[src/design/sira_mul.sv]
// ----------------------------------------------------------------------------
// sira_mul
// Two-stage signed multiplier: b is split in halves, partial products are
// registered, then summed.
// ----------------------------------------------------------------------------
module sira_mul #(
  parameter int AWidth = 33,
  parameter int BWidth = 33
) (
  input  logic                            clk_i,
  input  logic                            en_i,
  input  logic signed [AWidth-1:0]        a_i,
  input  logic signed [BWidth-1:0]        b_i,
  output logic signed [AWidth+BWidth-1:0] p_o
);

  localparam int Lo = BWidth / 2;
  localparam int Hi = BWidth - Lo;
  localparam int PW = AWidth + BWidth;

  logic signed [AWidth+Lo:0]   lo_q;
  logic signed [AWidth+Hi-1:0] hi_q;
  logic signed [PW-1:0]        p_q;

  always_ff @(posedge clk_i) begin
    if (en_i) begin
      lo_q <= a_i * $signed({1'b0, b_i[Lo-1:0]});
      hi_q <= a_i * $signed(b_i[BWidth-1:Lo]);
      p_q  <= PW'(lo_q) + (PW'(hi_q) <<< Lo);
    end
  end

  assign p_o = p_q;

endmodule

[config.mk]
export PLATFORM = sky130hd
export DESIGN_NAME = sira_mul
export DESIGN_NICKNAME = d
export VERILOG_FILES = /design/src/design/sira_mul.sv
export SDC_FILE = /design/constraint.sdc
export NUM_CORES = 2
export LEC_CHECK = 0
export BUFFER_PORTS_ARGS = -buffer_cell sky130_fd_sc_hd__buf_2
export CAP_MARGIN = 0
export CORE_ASPECT_RATIO = 1.75
export CORE_MARGIN = 3
export CORE_UTILIZATION = 40
export DETAILED_ROUTE_END_ITERATION = 8
export GPL_TIMING_DRIVEN = 0
export HOLD_SLACK_MARGIN = 0.1
export SYNTH_ARGS = -nofsm -noshare
export SYNTH_HDL_FRONTEND = slang
export SYNTH_SLANG_ARGS = --single-unit
[constraint.sdc]
create_clock -name clk_i -period 20.3 [get_ports clk_i]
set_clock_uncertainty 0.05 [all_clocks]
set_input_delay 3.045 -clock clk_i [delete_from_list [all_inputs] [get_ports clk_i]]
set_output_delay 3.045 -clock clk_i [all_outputs]
set_load 0.05 [all_outputs]
==> results_dict.tcl <==
set metrics [dict create \
    outcome "finished clean" \
    synth.area.mux_share 0.000442 \
    wire_per_inst_um 23.6 \
    cts_setup_buffers 0 \
    syn-num-nets 6234 \
    vias 34020 \
    grt_max_degree 85 \
    slew_violations 0 \
    critPathMaxFanout 10 \
    dominantRegCellSynth "edfxtp_1" \
    crit_type "input port to register" \
    netlist_top_cells_area "fa_1 46%, edfxtp_1 11%, inv_1 9.7%" \
    hpwlAfterDp_um 131000 \
    cts_hold_buf 0 \
    synth_cell_type_count 67 \
    synth_xor_area_frac 0.0269 \
    cts_sinks 166 \
    drt_wl_total_um 154000 \
    critPathArrivalTime_ps 10900 \
    coreArea_mm2 0.112 \
    fillers 11208 \
    grt_overflow 0 \
    ant_nets 0 \
    cts_root_buf "clkbuf_16" \
    die_w_um 261 \
    fmax_mhz 92.9 \
    synth-seq-area-share 0.110 \
    die_height_um 451 \
    first_pass_iters 7 \
    drc 0 \
    final.setup.tns_ps 0 \
    worst_slew_pin_slew_ps 1180 \
    synth_edf_count 166 \
    io_pins 134 \
    crit_buf_inv 6 \
    cap_violations 0 \
    synth_compound_area_frac 0.0633 \
    slew_headroom 0.211 \
    cts_buffer_depth 2 \
    synth_top_family_by_area "adder cells" \
    rsz0062_at_grt "no" \
    fin_crit_ps 10760 \
    worstSetupEndpointType "register" \
    die-area_mm2 0.118 \
    cpMostUsedCell "fa_1" \
    cp_top_family "adder cells" \
    start_util 0.405 \
    fin_util 0.434 \
    cp_slowest_stage_delay_ps 820 \
    antenna_found_initial 13 \
    clk_latency_ps 500 \
    hold_violations 0 \
    synth_largest_type_area_fraction 0.459 \
    required_ps 20440 \
    num_rows 162 \
    synth_cells 4841 \
    synth-simple-area-share 0.147 \
    cts.clk_slew.worst_paths_ps 70 \
    place.gp.congestion 0.998 \
    viasPerCell 5.24 \
    io_buffers 133 \
    drtIter0Drc 1979 \
    final_area_mm2 0.0486 \
    synth_area_per_cell_um2 9.37 \
    path_cells "buf_2 > clkbuf_1 > nand2_1 > fa_1 > inv_1 > fa_1 > fa_1 > fa_1 > fa_1 > inv_1 > fa_1 > inv_1 > ha_1 > clkbuf_1 > nand4_1 > nor2b_1 > and3_1 > o21ai_0 > a21oi_1 > a21oi_1 > o211ai_1 > a41oi_1 > xnor2_1" \
    ys_ff_latch 166 \
    grt_first_pass_wirelength_um 231000 \
    start_kind "input port" \
    area_growth_syn_to_layout_pct 7.11 \
    synthArstFlopShare 0 \
    period_share 0.530 \
    setup_viol 0 \
    layout.nets 6387 \
    cpMaxStageDelayCell "clkbuf_1" \
    grt_use_total 0.272 \
    htree_levels 4 \
    cts_tree "yes" \
    yosysWarningCount 0 \
    synth_area_mm2 0.0453 \
    min_path_type "register to register" \
    drive_gt1_frac 0.0361 \
    synth_fa_ha_area_frac 0.538 \
    cts-buffers-inserted 17 \
    cts_resized 0 \
    synth_top_area_cell "fa_1" \
    place_area_mm2 0.0479 \
    grt_pass1_vias 37995 \
]
-- metal layers --
| layer | vias to the layer above | part of all wire | global-route usage |
|---|---|---|---|
| met2 | 1328 | 0.50 | 0.481 |
| met3 | 633 | 0.054 | 0.0400 |
| met1 | 17362 | 0.31 | 0.261 |
| met4 | 6 | 0.14 | 0.278 |
| li1 | 14691 | - | - |
| met5 | - | 0.00028 | 0 |
-- cell families after synthesis --
kind of cell,after synthesis
DFF,166
adders and majority gates,1325
buffers and inverters,1386
and+or+nand+nor,1389
muxes,2
xor gates and xnor gates,139
AOI/OAI and AO/OA,434
-- state kept, by name, summed over array words and instances (netlist names) --
register and cells:
lo_q 50, hi_q 50, p_o 66
-- synth_stat cells (5+ instances only) --
master     count
a211oi_1      12
a21boi_0       6
a21o_1        83
a21oi_1      125
a221o_1        5
a31oi_1       14
and2_1       438
and3_1        28
clkbuf_1     214
edfxtp_1     166
fa_1        1040
ha_1         285
inv_1       1169
nand2_1      699
nand2b_1      27
nand3_1       24
nand4_1       13
nor2_1       103
nor2b_1       20
nor3_1        17
o2111ai_1      5
o211ai_1      12
o21a_1        24
o21ai_0       70
o21ai_1        7
o21bai_1      14
o31ai_1        8
xnor2_1       99
xor2_1        40
-- path summary, 6_finish.rpt --
kind	start	to	slack [ps]	cells past startpoint
max reg2reg	lo_q[17]	p_o[63]	16490	11
min	lo_q[6]	p_o[6]	370	0
max	a_i[9]	lo_q[48]	9540	23
min reg2reg	lo_q[6]	p_o[6]	370	0
-- placed cells by master (no fill, tap or decap), drive strengths merged, types with 5 or more instances in the layout --
cell type     n
xnor2        99
o21bai       14
nor2        103
buf         137
o21ai        77
clkbuf      232
nor2b        20
o31ai         8
nor3         17
o2111ai       5
and3         28
o211ai       12
a21boi        6
a31oi        14
a211oi       13
nand3        24
and2        438
o21a         24
nand2b       27
a21o         83
a221o         5
ha          285
fa         1040
inv        1176
nand2       699
diode         9
nand4        13
edfxtp      166
a21oi       126
xor2         40
-- cell type report --
| cell class | count | area (um^2) | share of cell area |
|---|---|---|---|
| well taps | 1476 | 1850 | 0.0380 |
| clock inverters | 14 | 226 | 0.00466 |
| inverters | 1169 | 4390 | 0.0904 |
| plain buffers | 217 | 816 | 0.0168 |
| flip-flops and latches | 166 | 4980 | 0.103 |
| repair buffers | 134 | 699 | 0.0144 |
| clock buffers | 18 | 429 | 0.00884 |
| diodes | 9 | 22.5 | 0.000464 |
| multi-input cells | 3289 | 35200 | 0.724 |
-- per-stage QoR --
stage | hold WS [ps] | setup slack [ps] | std cells
after CTS | 371 | 9710 | 6483
after global routing | 377 | 9360 | 6484
final | 370 | 9540 | 6492
after global placement | 351 | 9160 | 6450
after detailed placement | 355 | 9200 | 6451
after floorplan | 350 | 11110 | 4841
Power is not shown: default switching activity piles up to over one toggle a cycle in this logic, so the estimate is an artifact.
